## src/lgt_pkg.sv

```systemverilog
// shared types and constants for the light gate lap timer
package lgt_pkg;

    // timer modes
    typedef enum logic [2:0] {
        MODE_CALIB  = 3'd0,
        MODE_READY  = 3'd1,
        MODE_IGNORE = 3'd2,
        MODE_RUN    = 3'd3,
        MODE_DONE   = 3'd4
    } mode_t;

    // configuration register indexes
    localparam logic [7:0] CFG_DIFF_THRESHOLD = 8'd0;
    localparam logic [7:0] CFG_IGNORE_UNITS   = 8'd1;
    localparam logic [7:0] CFG_IGNORE_UNIT_MS = 8'd2;
    localparam logic [7:0] CFG_DEBOUNCE_MS    = 8'd3;

    // configuration field widths
    localparam int THRESH_W   = 11;
    localparam int UNITS_W    = 8;
    localparam int UNIT_MS_W  = 16;
    localparam int DEBOUNCE_W = 16;
    localparam int WIN_W      = UNITS_W + UNIT_MS_W;
    localparam int CFG_DATA_W = 16;
    localparam int CFG_IDX_W  = 8;

    // result field widths
    localparam int ELAPSED_W = 32;
    localparam int CDIFF_W   = 11;
    localparam int OUT_W     = 3 + ELAPSED_W + 1 + CDIFF_W + 1;

    // configuration reset values
    localparam logic [THRESH_W-1:0]   THRESH_RST   = 11'd100;
    localparam logic [UNITS_W-1:0]    UNITS_RST    = 8'd1;
    localparam logic [UNIT_MS_W-1:0]  UNIT_MS_RST  = 16'd1000;
    localparam logic [DEBOUNCE_W-1:0] DEBOUNCE_RST = 16'd50;
    localparam logic [WIN_W-1:0]      WIN_RST      = 24'd1000;

endpackage

```

## src/light_gate_lap_timer.sv

```systemverilog
// light gate lap timer: tick stream in, one result transfer per tick out
// path: a tick transfer lands in the input register, and its result then moves into the
//   output register, which it enters once that register is free or being drained
// throughput: one tick per cycle, limited only by output back-pressure
// reset: rst_n clears mode to calibration, clock, start time, debounce state
//   and report level, and loads the default configuration; no clearing pass
module light_gate_lap_timer
    import lgt_pkg::*;
#(
    parameter int ADC_BITS  = 10,
    parameter int TIME_BITS = 32
) (
    input  logic                                clk,
    input  logic                                rst_n,
    // tick input; tdata: sample_lit, sample_dark, button_level, reset_request
    input  logic                                s_tvalid,
    output logic                                s_tready,
    input  logic [((2*ADC_BITS+9)/8)*8-1:0]     s_tdata,
    // result output; tdata: reset_event, start_event, finish_event,
    // elapsed_ms, calib_valid, calib_diff, gate_level
    output logic                                m_tvalid,
    input  logic                                m_tready,
    output logic [OUT_W-1:0]                    m_tdata,
    // configuration write channel
    input  logic                                cfg_valid,
    output logic                                cfg_ready,
    input  logic [CFG_IDX_W-1:0]                cfg_index,
    input  logic [CFG_DATA_W-1:0]               cfg_data
);

    // difference width wide enough for the sample difference and threshold
    localparam int DIFF_W = (ADC_BITS + 1 > THRESH_W) ? ADC_BITS + 1 : THRESH_W;
    // compare width for time differences against the ignore window
    localparam int CMP_W  = (TIME_BITS > WIN_W) ? TIME_BITS : WIN_W;

    // configuration registers
    logic [THRESH_W-1:0]   thresh_reg;
    logic [UNITS_W-1:0]    units_reg;
    logic [UNIT_MS_W-1:0]  unit_ms_reg;
    logic [DEBOUNCE_W-1:0] debounce_reg;
    // ignore window, recomputed every cycle from the stable config
    logic [WIN_W-1:0]      win_reg;

    // input register
    logic                  in_valid_reg;
    logic [ADC_BITS-1:0]   lit_reg;
    logic [ADC_BITS-1:0]   dark_reg;
    logic                  btn_reg;
    logic                  req_reg;

    // timer state
    mode_t                 mode_reg, mode_next;
    logic [TIME_BITS-1:0]  now_reg;
    logic [TIME_BITS-1:0]  start_reg, start_next;
    logic                  last_raw_reg;
    logic                  stable_reg, stable_next;
    logic [TIME_BITS-1:0]  last_change_reg, last_change_next;
    logic                  report_reg, report_next;

    // output register
    logic                  out_valid_reg;
    logic [OUT_W-1:0]      out_data_reg;

    // step logic
    logic                  advance;
    logic                  btn_changed;
    logic                  settled;
    logic                  rst_hit;
    mode_t                 mode_a;
    logic                  report_a;
    logic signed [DIFF_W-1:0] diff_x;
    logic signed [DIFF_W-1:0] thresh_x;
    logic                  broken;
    logic [TIME_BITS-1:0]  since_start;
    logic                  window_passed;
    logic                  start_ev;
    logic                  finish_ev;
    logic                  calib_valid;
    logic [CDIFF_W-1:0]    calib_diff;
    logic [TIME_BITS+ELAPSED_W-1:0] elapsed_ext;
    logic [ELAPSED_W-1:0]  elapsed_ms;

    // handshake: the input register moves on whenever the output register is
    // free or being drained in the same cycle
    assign advance   = in_valid_reg && (!out_valid_reg || m_tready);
    assign s_tready  = !in_valid_reg || advance;
    assign m_tvalid  = out_valid_reg;
    assign m_tdata   = out_data_reg;
    assign cfg_ready = 1'b1;

    // configuration writes, values cut to register width
    always_ff @(posedge clk or negedge rst_n)
    begin
        if (!rst_n)
        begin
            thresh_reg   <= THRESH_RST;
            units_reg    <= UNITS_RST;
            unit_ms_reg  <= UNIT_MS_RST;
            debounce_reg <= DEBOUNCE_RST;
            win_reg      <= WIN_RST;
        end
        else
        begin
            win_reg <= WIN_W'(units_reg) * WIN_W'(unit_ms_reg);
            if (cfg_valid && cfg_ready)
            begin
                unique case (cfg_index)
                    CFG_DIFF_THRESHOLD: thresh_reg   <= cfg_data[THRESH_W-1:0];
                    CFG_IGNORE_UNITS:   units_reg    <= cfg_data[UNITS_W-1:0];
                    CFG_IGNORE_UNIT_MS: unit_ms_reg  <= cfg_data[UNIT_MS_W-1:0];
                    CFG_DEBOUNCE_MS:    debounce_reg <= cfg_data[DEBOUNCE_W-1:0];
                    default:            ; // writes past the last register drop
                endcase
            end
        end
    end

    // input register
    always_ff @(posedge clk or negedge rst_n)
    begin
        if (!rst_n)
            in_valid_reg <= 1'b0;
        else if (s_tready)
            in_valid_reg <= s_tvalid;
    end

    always_ff @(posedge clk)
    begin
        if (s_tvalid && s_tready)
        begin
            lit_reg  <= s_tdata[ADC_BITS-1:0];
            dark_reg <= s_tdata[2*ADC_BITS-1:ADC_BITS];
            btn_reg  <= s_tdata[2*ADC_BITS];
            req_reg  <= s_tdata[2*ADC_BITS+1];
        end
    end

    // debounce, host reset and light check
    always_comb
    begin
        // a raw change restarts the debounce time, so it cannot settle now
        btn_changed = btn_reg != last_raw_reg;
        settled     = !btn_changed &&
                      (TIME_BITS'(now_reg - last_change_reg) > TIME_BITS'(debounce_reg));
        stable_next      = settled ? btn_reg : stable_reg;
        last_change_next = btn_changed ? now_reg : last_change_reg;
        // host command and debounced rising button merge into one reset
        rst_hit  = req_reg || (settled && btn_reg && !stable_reg);
        mode_a   = rst_hit ? MODE_READY : mode_reg;
        report_a = rst_hit ? 1'b0 : report_reg;

        diff_x   = DIFF_W'($signed({1'b0, lit_reg})) - DIFF_W'($signed({1'b0, dark_reg}));
        thresh_x = DIFF_W'($signed(thresh_reg));
        broken   = diff_x < thresh_x;

        since_start   = now_reg - start_reg;
        window_passed = CMP_W'(since_start) > CMP_W'(win_reg);
    end

    // next mode
    always_comb
    begin
        mode_next   = mode_a;
        start_next  = start_reg;
        report_next = report_a;
        unique case (mode_a)
            MODE_CALIB: ;
            MODE_READY:
            begin
                if (broken)
                begin
                    mode_next   = MODE_IGNORE;
                    start_next  = now_reg;
                    report_next = 1'b1;
                end
            end
            MODE_IGNORE:
            begin
                // window end and stop break may fall on the same tick
                if (window_passed)
                begin
                    if (broken)
                    begin
                        mode_next   = MODE_DONE;
                        report_next = 1'b0;
                    end
                    else
                        mode_next = MODE_RUN;
                end
            end
            MODE_RUN:
            begin
                if (broken)
                begin
                    mode_next   = MODE_DONE;
                    report_next = 1'b0;
                end
            end
            MODE_DONE: ;
            default:   mode_next = mode_a;
        endcase
    end

    // result fields
    always_comb
    begin
        start_ev    = (mode_a == MODE_READY) && broken;
        finish_ev   = broken && ((mode_a == MODE_RUN) ||
                                 ((mode_a == MODE_IGNORE) && window_passed));
        calib_valid = mode_a == MODE_CALIB;
        calib_diff  = calib_valid ? diff_x[CDIFF_W-1:0] : '0;
        elapsed_ext = (TIME_BITS+ELAPSED_W)'(finish_ev ? since_start : '0);
        elapsed_ms  = elapsed_ext[ELAPSED_W-1:0];
    end

    // timer state, advanced once per processed tick
    always_ff @(posedge clk or negedge rst_n)
    begin
        if (!rst_n)
        begin
            mode_reg        <= MODE_CALIB;
            now_reg         <= '0;
            start_reg       <= '0;
            last_raw_reg    <= 1'b0;
            stable_reg      <= 1'b0;
            last_change_reg <= '0;
            report_reg      <= 1'b0;
        end
        else if (advance)
        begin
            mode_reg        <= mode_next;
            now_reg         <= now_reg + 1'b1;
            start_reg       <= start_next;
            last_raw_reg    <= btn_reg;
            stable_reg      <= stable_next;
            last_change_reg <= last_change_next;
            report_reg      <= report_next;
        end
    end

    // output register
    always_ff @(posedge clk or negedge rst_n)
    begin
        if (!rst_n)
            out_valid_reg <= 1'b0;
        else if (advance)
            out_valid_reg <= 1'b1;
        else if (m_tready)
            out_valid_reg <= 1'b0;
    end

    always_ff @(posedge clk)
    begin
        if (advance)
            out_data_reg <= {report_next, calib_diff, calib_valid, elapsed_ms,
                             finish_ev, start_ev, rst_hit};
    end

endmodule
```

## config.mk

```make
export PLATFORM = sky130hd
export DESIGN_NAME = light_gate_lap_timer
export DESIGN_NICKNAME = d
export VERILOG_FILES = /design/src/lgt_pkg.sv /design/src/light_gate_lap_timer.sv
export SDC_FILE = /design/constraint.sdc
export NUM_CORES = 1
export LEC_CHECK = 0
export BUFFER_PORTS_ARGS = -buffer_cell sky130_fd_sc_hd__buf_2
export CELL_PAD_IN_SITES_DETAIL_PLACEMENT = 0
export CELL_PAD_IN_SITES_GLOBAL_PLACEMENT = 1
export CORE_UTILIZATION = 45
export CTS_CLUSTER_SIZE = 16
export DETAILED_ROUTE_END_ITERATION = 10
export PLACE_DENSITY_LB_ADDON = 0.2
export SLEW_MARGIN = 20
export SYNTH_ARGS = -nofsm -noshare
export SYNTH_HDL_FRONTEND = slang
export SYNTH_SLANG_ARGS = --single-unit
```

## constraint.sdc

```tcl
create_clock -name clk -period 5.5 [get_ports clk]
set_clock_uncertainty 0.2 [all_clocks]
set_input_delay 1.1 -clock clk [delete_from_list [all_inputs] [get_ports clk]]
set_output_delay 1.1 -clock clk [all_outputs]
set_load 0.03 [all_outputs]
```

# Word level (Yosys, flattened, before mapping)
# Cells that the tools add are included.
[word_totals]
regBits = 249
inputBits = 53
output_inout_bits = 51
wordCells = 75
[op_classes]
n_addsub = 4
multipliers = 1
magnitude_cmp = 3
eq_ne = 7
mux = 13
n_reduce_logical = 26
[ops]
columns = ["operator", "n"]
rows = [
  ["subtractor 32 bit", 2],
  ["adder 32 x 1 -> 32 bit, second input constant", 1],
  ["> comparator 32 x 16 -> 1 bit", 1],
  ["> comparator 32 x 24 -> 1 bit", 1],
  ["multiplier 8 x 16 -> 24 bit", 1],
  ["== test 8 x 2 -> 1 bit, second input constant", 2],
  ["2-to-1 mux 3 bit", 5],
  ["AND reduction 2 bit", 6],
  ["< comparator 11 bit", 1],
  ["subtractor 10 x 10 -> 11 bit", 1],
  ["case mux 3 bit (3 select lines)", 1],
  ["== test 8 x 1 -> 1 bit, second input constant", 1],
  ["logical AND 1 bit", 8],
  ["zero test 8 bit", 1],
  ["== test 3 x 2 -> 1 bit, second input constant", 2],
  ["2-to-1 mux 1 bit", 6],
  ["zero test 1 bit", 4],
  ["logical OR 1 bit", 4],
  ["== test 3 x 1 -> 1 bit, second input constant", 1],
  ["zero test 3 bit", 1],
  ["case mux 1 bit (3 select lines)", 1],
  ["AND reduction 3 bit", 1],
  ["nonzero test 2 bit", 1],
  ["inequality test 1 bit", 1],
]

# Longest topological paths before layout
# Gate-level depths: netlist of run 1.
[logic_depth]
word_depth = 11
ltp_mapped = 25
depth_no_buf = 23

# Least setup slack after synthesis of run 1
# OpenSTA, ideal clock, no wires.
[synth_path]
path_type = "register -> register"
start = "reg now_reg[0]"
end = "reg start_reg[11]"
setup_time_ps = 125
t_arrival_ps = 4879
t_required_ps = 5175
slack_ps = 296
path_stages_with_launch = 24
n_path_buf = 2
cell_sequence = "dfrtp_1 inv_1 ha_1 fa_1 nand2b_1 a21oi_1 o21ai_1 o211a_1 nor2b_1 nor2_1 xnor2_1 ha_1 nand4_1 nor4_1 nand3_1 a21oi_1 o211ai_1 a2111oi_2 nand4_1 or3_1 buf_6 a31oi_4 buf_12 mux2_4"
[synth_via]
elab_chain_cells = 9
[synth_lines]
columns = ["item", "line_no", "source"]
rows = [
  ["start, declared", "light_gate_lap_timer.sv:53", "logic [TIME_BITS-1:0] now_reg;"],
  ["start signal, assigned", "light_gate_lap_timer.sv:232", "now_reg <= now_reg + 1'b1;"],
  ["subtractor 32 bit", "light_gate_lap_timer.sv:144", "(TIME_BITS'(now_reg - last_change_reg) > TIME_BITS'(debounce_reg));"],
  ["> comparator 32 x 16 -> 1 bit", "light_gate_lap_timer.sv:144", ""],
  ["logical AND 1 bit", "light_gate_lap_timer.sv:143", "settled = !btn_changed &&"],
  ["logical AND 1 bit (2 in series)", "light_gate_lap_timer.sv:148", "rst_hit = req_reg || (settled && btn_reg && !stable_reg);"],
  ["logical OR 1 bit", "light_gate_lap_timer.sv:148", ""],
  ["2-to-1 mux 3 bit", "light_gate_lap_timer.sv:149", "mode_a = rst_hit ? MODE_READY : mode_reg;"],
  ["== test 3 x 1 -> 1 bit", "light_gate_lap_timer.sv:166", "unique case (mode_a)"],
  ["AND reduction 3 bit (no source line)", "--", ""],
  ["end signal, assigned", "light_gate_lap_timer.sv:233", "start_reg <= start_next;"],
  ["end, declared", "light_gate_lap_timer.sv:54", "logic [TIME_BITS-1:0] start_reg, start_next;"],
]
# Every way passes these cells.
# A chain may end at the register's enable or synchronous reset.

# Worst setup path in the final report of run 1
[layout_path]
start = "reg last_change_reg[0]"
end = "reg start_reg[26]"
[layout_via]
elab_chain_cells = 9
[layout_lines]
columns = ["item", "line_no", "source"]
rows = [
  ["start, declared", "light_gate_lap_timer.sv:57", "logic [TIME_BITS-1:0] last_change_reg, last_change_next;"],
  ["start signal, assigned", "light_gate_lap_timer.sv:236", "last_change_reg <= last_change_next;"],
  ["subtractor 32 bit", "light_gate_lap_timer.sv:144", ""],
  ["> comparator 32 x 16 -> 1 bit", "light_gate_lap_timer.sv:144", ""],
  ["logical AND 1 bit", "light_gate_lap_timer.sv:143", ""],
  ["logical AND 1 bit (2 in series)", "light_gate_lap_timer.sv:148", ""],
  ["logical OR 1 bit", "light_gate_lap_timer.sv:148", ""],
  ["2-to-1 mux 3 bit", "light_gate_lap_timer.sv:149", ""],
  ["== test 3 x 1 -> 1 bit", "light_gate_lap_timer.sv:166", ""],
  ["AND reduction 3 bit (no source line)", "--", ""],
]
# Every way passes these cells.

==> metrics.md, run 1 <==
| Metric | Value |
|---|---|
| Storage element area | 0.006605 mm² |
| Slowest cell delay on critical path | 430 ps |
| Slowest CP cell | or3_4 |
| WP data arrival | 5630 ps |
| Final setup vio count | 0 |
| Slew headroom | 26.47% |
| CTS tree | done |
| Vias in the first global route | 13740 |
| Switching power | 3.530 mW |
| Clock Latency Late Sink | 570 ps |
| DP Area | 0.02000 mm² |
| Simple-gate area share of the yosys netlist | 13.83% |
| I/O Pins | 104 |
| Minimum clock period | 5381 ps |
| Yosys warnings | 0 |
| Fin. Hold Viols | 0 |
| Compound-Gate Fraction of Synth Area | 11.51% |
| DR iter-0 viols | 694 |
| Pre-CTS setup slack | -423.0 ps |
| P per Cell Area | 415.2 mW/mm² |
| Drt wl/cell | 17.77 µm |
| Die width | 204.7 µm |
| Post-CTS Hold Fix Bufs | 0 |
| Number of port buffers | 100 |
| Core Rows | 73 |
| Clock network power share | 22.2% |
| R2R Setup Slk | 120 ps |
| Worst reg2reg endpoint | start_reg[26] |
| Worst path cell trace | ha_4 -> fa_2 -> nand2b_4 -> a21oi_4 -> o21ai_4 -> o211a_1 -> nor2b_1 -> nor2_2 -> xnor2_2 -> ha_1 -> nand4_1 -> nor4_2 -> nand3_1 -> a21oi_2 -> o211ai_1 -> a2111oi_2 -> nand4_1 -> or3_4 -> buf_6 -> a31oi_4 -> buf_12 -> clkbuf_16 -> mux2_4 |
| Adder-cell share of the synthesized area | 20.71% |
| Hold depth | 1 |
| Die area | 0.04192 mm² |
| Nets | 2308 |
| Total global-route track usage | 21.83% |
| Layout cells sized above 1 | 20.06% |
| Post-synthesis xor/xnor area fraction | 4.830% |
| Number of synthesized register bits | 249 |
| Residual DRC count | 0 |
| Crit path kind | reg -> reg |
| H-tree depth | 1 |
| Worst R2R Start | last_change_reg[0] |
| Worst-path clk slew | 60 ps |
| Core area | 0.04010 mm² |
| Multi-input logic area | 0.01089 mm² |
| Fin crit share | 97.84% |
| Inserted Diodes | 0 |
| Cts bufs inserted | 29 |
| RSZ-0062 raised after global routing | true |
| Largest net degree at the start of global routing | 100 |
| DRT Pass-1 Iters | 5 |
| CP Buf/Inv Count | 3 |
| Final Cell Area | 0.02134 mm² |
| CP Capture Type | register |
| Vias | 13610 |
| Cell repeated most along the worst path | nand4_1 |
| Num Clock Sinks | 249 |
| Tightest Pin Transition | 1099 ps |
| CP endpoint | start_reg[26] |
| Final WS setup | 118.6 ps |
| Initial core utilization | 46.13% |
| Global placer's final weighted congestion | 0.8649 |
| Synth Instances | 1835 |
| Switch share | 39.84% |
| Syn Nets | 2142 |
| Post-Route WL | 45.29 mm |
| Reg2Reg Depth | 23 |
| Share of synthesized registers carrying an async set or reset | 71.89% |
| VDD IR-drop max | 0.2822 mV |
| CP Max Fanout | 6 |
| Reg power frac | 25.3% |
| # fillers | 3650 |
| First-pass GRT wire length | 72.40 mm |
| Antenna-violating nets left | 0 |
| Initial antenna violation count | 0 |
| Post-synth EDFFs | 70 |
| Unique masters post-synth | 77 |
| Sequential share of the synthesized area | 35.71% |
| Comb pwr share | 52.4% |
| Root buf cell | clkbuf_16 |
| Layout area overhead | 15.37% |
| DR vias/cell | 5.341 |
| Req. time, crit path | 5750 ps |
| Hold WS | 296.5 ps |
| Max FFs per register | 48 |
| Largest delay contributor family on the critical path | simple AND/OR/NAND/NOR gates |
| Post-DP HPWL | 35.48 mm |
| Status | completed |
| Tightest Hold Check Type | reg -> reg |
| CP Launch Type | register |
| Die Y | 204.7 µm |
| CTS max path bufs | 3 |
| Total congestion overflow | 0 |
| Synth Flop Type | dfrtp_1 |
| Pins Over Slew Limit | 0 |
| Worst path depth | 23 |
| CP startpoint | last_change_reg[0] |
| Internal power | 5.330 mW |
| Post-Syn Area | 0.01850 mm² |
| Fmax | 185.8 MHz |
| Pleak | 10.77 nW |
| Largest family of logic cells by synthesized area | adder cells |
| Syn avg cell area | 10.08 µm² |
| Max Cap Viol | 0 |
| Post-synthesis mux area share | 7.008% |
-- cell usage in the layout, fill, tap and decap left out, types with 19 or more instances in the layout --
cell type    n
clkbuf_16   33
and2_1      67
nand2_1    165
o21ai_0     70
and3_1      35
nor3_1      22
xnor2_1     65
a21o_1      41
nand3_1     34
xor2_1      36
fa_1        86
edfxtp_1    70
a21oi_1     99
mux2_4      30
dfstp_2     19
ha_1       166
nor2_1      66
dfrtp_1    160
mux2_2      72
buf_4       75
buf_2       99
inv_1      232
-- timing repair --
item                                    in CTS  in global routing
endpoints found under the setup margin      84                 89
cloned                                       0                  5
pin swaps                                    3                 19
buffers inserted                             1                  9
gates resized for setup                      6                 43
-- metal layers --
metal	global-route usage, %	share of wire, %
met4	6.237	2.8
met2	37.45	49
met1	28.88	46
met5	0	0
met3	2.529	3.1
-- how the worst min path moves through the flow --
stage                         from             endpoint  slack, ps
2_1_floorplan  last_change_reg[10]  last_change_reg[10]        250
3_3_place_gp          in_valid_reg             m_tvalid        270
3_5_place_dp          in_valid_reg             m_tvalid        280
4_1_cts               in_valid_reg             m_tvalid        300
5_1_grt               start_reg[8]         start_reg[8]        320
6_report              in_valid_reg             m_tvalid        300
-- stage by stage --
step / util (%) / TNS (ps) / power [mW] / cells
2_1_floorplan: - / 0 / 5.294 / 1835
3_3_place_gp: 49.89 / -12820 / 6.631 / 2482
3_5_place_dp: 49.89 / -23010 / 6.707 / 2482
4_1_cts: 52.39 / -4.997 / 8.745 / 2537
5_1_grt: 53.23 / -10400 / 9.512 / 2549
6_report: 53.23 / 0 / 8.861 / 2549
-- power by group through the flow --
stage / Sequential [mW] / Combinational [mW] / Clock, mW
after floorplan: 2.37 / 2.93 / 0
after global placement: 2.27 / 4.36 / 0
final: 2.25 / 4.64 / 1.97
after CTS: 2.25 / 4.48 / 2.02
after global routing: 2.27 / 5.16 / 2.09
after detailed placement: 2.28 / 4.43 / 0
-- synth_stat cells, types with 12 or more instances --
| master | count | area share (%) |
|---|---|---|
| nand2_1 | 166 | 3.4 |
| xnor2_1 | 66 | 3.1 |
| a21oi_1 | 101 | 2.7 |
| xor2_1 | 36 | 1.7 |
| a21o_1 | 41 | 1.7 |
| o21ai_0 | 74 | 2.0 |
| ha_1 | 167 | 11 |
| edfxtp_1 | 70 | 11 |
| dfrtp_1 | 160 | 22 |
| dfstp_2 | 19 | 2.7 |
| fa_1 | 87 | 9.4 |
| nor2b_1 | 12 | 0.41 |
| nand4_1 | 18 | 0.61 |
| nor2_1 | 68 | 1.4 |
| nand3_1 | 34 | 0.92 |
| mux2_2 | 76 | 4.6 |
| o21bai_1 | 12 | 0.49 |
| nand2b_1 | 20 | 0.68 |
| and3_1 | 35 | 1.2 |
| inv_1 | 234 | 4.7 |
| mux2_4 | 26 | 2.1 |
| and2_1 | 68 | 2.3 |
| clkbuf_1 | 37 | 0.75 |
| nor3_1 | 28 | 0.76 |
| o21a_1 | 18 | 0.73 |
-- cell type report --
type,instances,area share (%)
timing repair inverter,1,0.02931
clock inverter,19,0.8618
multi-input combinational,1296,51.03
tap,525,3.078
timing repair buffer,189,6.191
clock buffer,35,3.699
sequential,249,30.95
inverter,235,4.157
-- logic make-up after synthesis --
| logic type | after synthesis |
|---|---|
| xor gates and xnor gates | 102 |
| buffers and inverters | 290 |
| and+or+nand+nor | 501 |
| muxes | 107 |
| AOI/OAI and AO/OA | 331 |
| other | 1 |
| adders and majority gates | 254 |
| DFF | 249 |
No activity file was read; power rests on OpenSTA's default activity.
==> run 2: changes to the inputs <==
--- a/config.mk
+++ b/config.mk
@@ -8,7 +8,7 @@
 export BUFFER_PORTS_ARGS = -buffer_cell sky130_fd_sc_hd__buf_2
 export CELL_PAD_IN_SITES_DETAIL_PLACEMENT = 0
 export CELL_PAD_IN_SITES_GLOBAL_PLACEMENT = 1
-export CORE_UTILIZATION = 45
+export CORE_UTILIZATION = 50
 export CTS_CLUSTER_SIZE = 16
 export DETAILED_ROUTE_END_ITERATION = 10
 export PLACE_DENSITY_LB_ADDON = 0.2
==> constraint.sdc (replaced) <==
create_clock -name clk -period 5.8 [get_ports clk]
set_clock_uncertainty 0.2 [all_clocks]
set_input_delay 1.16 -clock clk [delete_from_list [all_inputs] [get_ports clk]]
set_output_delay 1.16 -clock clk [all_outputs]
set_load 0.03 [all_outputs]
==> metrics.md, run 2 (synthesis gave the netlist of run 1 again) <==
| Metric | Value |
|---|---|
| Final setup vio count | 0 |
| Slew headroom | 41.83% |
| Tightest Pin Transition | 872.6 ps |
| Max Cap Viol | 0 |
| Total congestion overflow | 0 |
| Post-Route WL | 43.73 mm |
| Layout cells sized above 1 | 16.93% |
| Residual DRC count | 0 |
| Total global-route track usage | 23.14% |
| Req. time, crit path | 5890 ps |
| Commonest non-fill, non-tap cell in the layout | inv_1 |
| Fmax | 182.0 MHz |
| Initial antenna violation count | 0 |
| Die width | 194.3 µm |
| Post-DP HPWL | 32.69 mm |
| DR iter-0 viols | 576 |
| WP data arrival | 5590 ps |
| Vias in the first global route | 13610 |
| Pleak | 10.45 nW |
| I/O Pins | 104 |
| Post-Layout Cell Count | 2447 |
| Fin util | 56.82% |
| Core area | 0.03652 mm² |
| P per Cell Area | 385.9 mW/mm² |
| Clock Latency Late Sink | 560 ps |
| Crit path kind | reg -> reg |
| Max FFs per register | 48 |
| Inserted Diodes | 0 |
| Core Rows | 70 |
| Drt wl/cell | 17.87 µm |
| Root buf cell | clkbuf_16 |
| Minimum clock period | 5493 ps |
| First-pass GRT wire length | 70.16 mm |
| Die area | 0.03777 mm² |
| Fin. Hold Viols | 0 |
| CTS tree | done |
| Number of port buffers | 100 |
| CP Max Fanout | 12 |
| Setup TNS | 0 ps |
| CP Capture Type | register |
| Num Clock Sinks | 249 |
| Cts bufs inserted | 29 |
| Nets | 2264 |
| H-tree depth | 1 |
| Final WS setup | 307.0 ps |
| VDD IR-drop max | 0.2656 mV |
| Commonest non-fill, non-tap cells in the layout | inv_1, ha_1, nand2_1 |
| DR vias/cell | 5.442 |
| Global placer's final weighted congestion | 0.8708 |
| Layout area overhead | 12.20% |
| DRT Pass-1 Iters | 5 |
| Total power | 8.008 mW |
| Die Y | 194.3 µm |
| Worst-path clk slew | 50 ps |
| Initial core utilization | 50.65% |
| CTS max path bufs | 3 |
| Largest net degree at the start of global routing | 108 |
| Pins Over Slew Limit | 0 |
| Antenna-violating nets left | 0 |
| Tightest Hold Check Type | reg -> reg |
| Status | completed |
| CP Launch Type | register |
| Pre-CTS setup slack | 160.0 ps |
| Fin crit share | 94.71% |
| Placed cell count | 2384 |
| Vias | 13320 |
[run 2: worst paths after layout]
check	startpoint	end	slack, ps	cells past startpoint
min reg2reg	last_change_reg[10]	last_change_reg[10]	280	2
max in group asynchronous	rst_n	units_reg[5]	3900	2
max	now_reg[0]	m_tdata[20]	310	26
min in group asynchronous	rst_n	start_reg[30]	440	1
max reg2reg	now_reg[0]	m_tdata[20]	310	26
min	last_change_reg[10]	last_change_reg[10]	280	2
[run 2: power by group]
| group | total, mW | internal (mW) | switching (mW) |
|---|---|---|---|
| clock network | 1.80 | 1.09 | 0.711 |
| logic | 4.08 | 1.75 | 2.33 |
| registers | 2.13 | 2.01 | 0.115 |
| total | 8.01 | 4.85 | 3.16 |
[run 2: metrics by stage]
step                hold WS (ps)  instance area, µm²
detailed placement         272.4               19620
finish                     282.9               20750
global placement           271.7               19620
floorplan                  249.8               18500
CTS                        285.3               20570
global route               301.3               20750
[run 2: worst max-delay path, cell delays in order (launching register included)]
cell and delay, ps:
dfrtp_1 400, inv_1 90, buf_4 140, ha_1 160
inv_1 50, fa_1 420, a211o_1 300, a211oi_1 240
buf_4 180, nor3_1 80, o31ai_1 290, buf_4 190
nand2_1 90, a21o_1 180, a21oi_1 170, xnor2_1 210
ha_1 300, nand2_1 90, o21ai_0 110, o211ai_1 110
and3_1 250, o211ai_1 140, nor3_2 250, nor3_4 70
buf_4 170, clkbuf_16 180, and3_1 180
[run 2: cell type report]
class,instances,area (µm²)
Timing Repair Buffer,146,970.9
Tap cell,468,585.6
Clock inverter,3,47.55
Fill cell,3251,15770
Clock buffer,50,897.1
Multi-Input combinational cell,1296,10760
Inverter,235,884.6
Sequential cell,249,6605
[run 2: timing repair]
action | 4_1_cts | 5_1_grt
gates resized for setup | 0 | 10
buffers inserted | 0 | 7
setup endpoints to repair | 0 | 84
hold buffers | 0 | 0
[run 2: metal layers]
layer / routed length, µm / vias to the layer above / track usage, %
met3: 1571 / 53 / 2.776
met5: 0 / - / 0
met4: 1110 / 0 / 6.731
li1: - / 6522 / -
met1: 19890 / 6515 / 30.65
met2: 21160 / 226 / 39.83
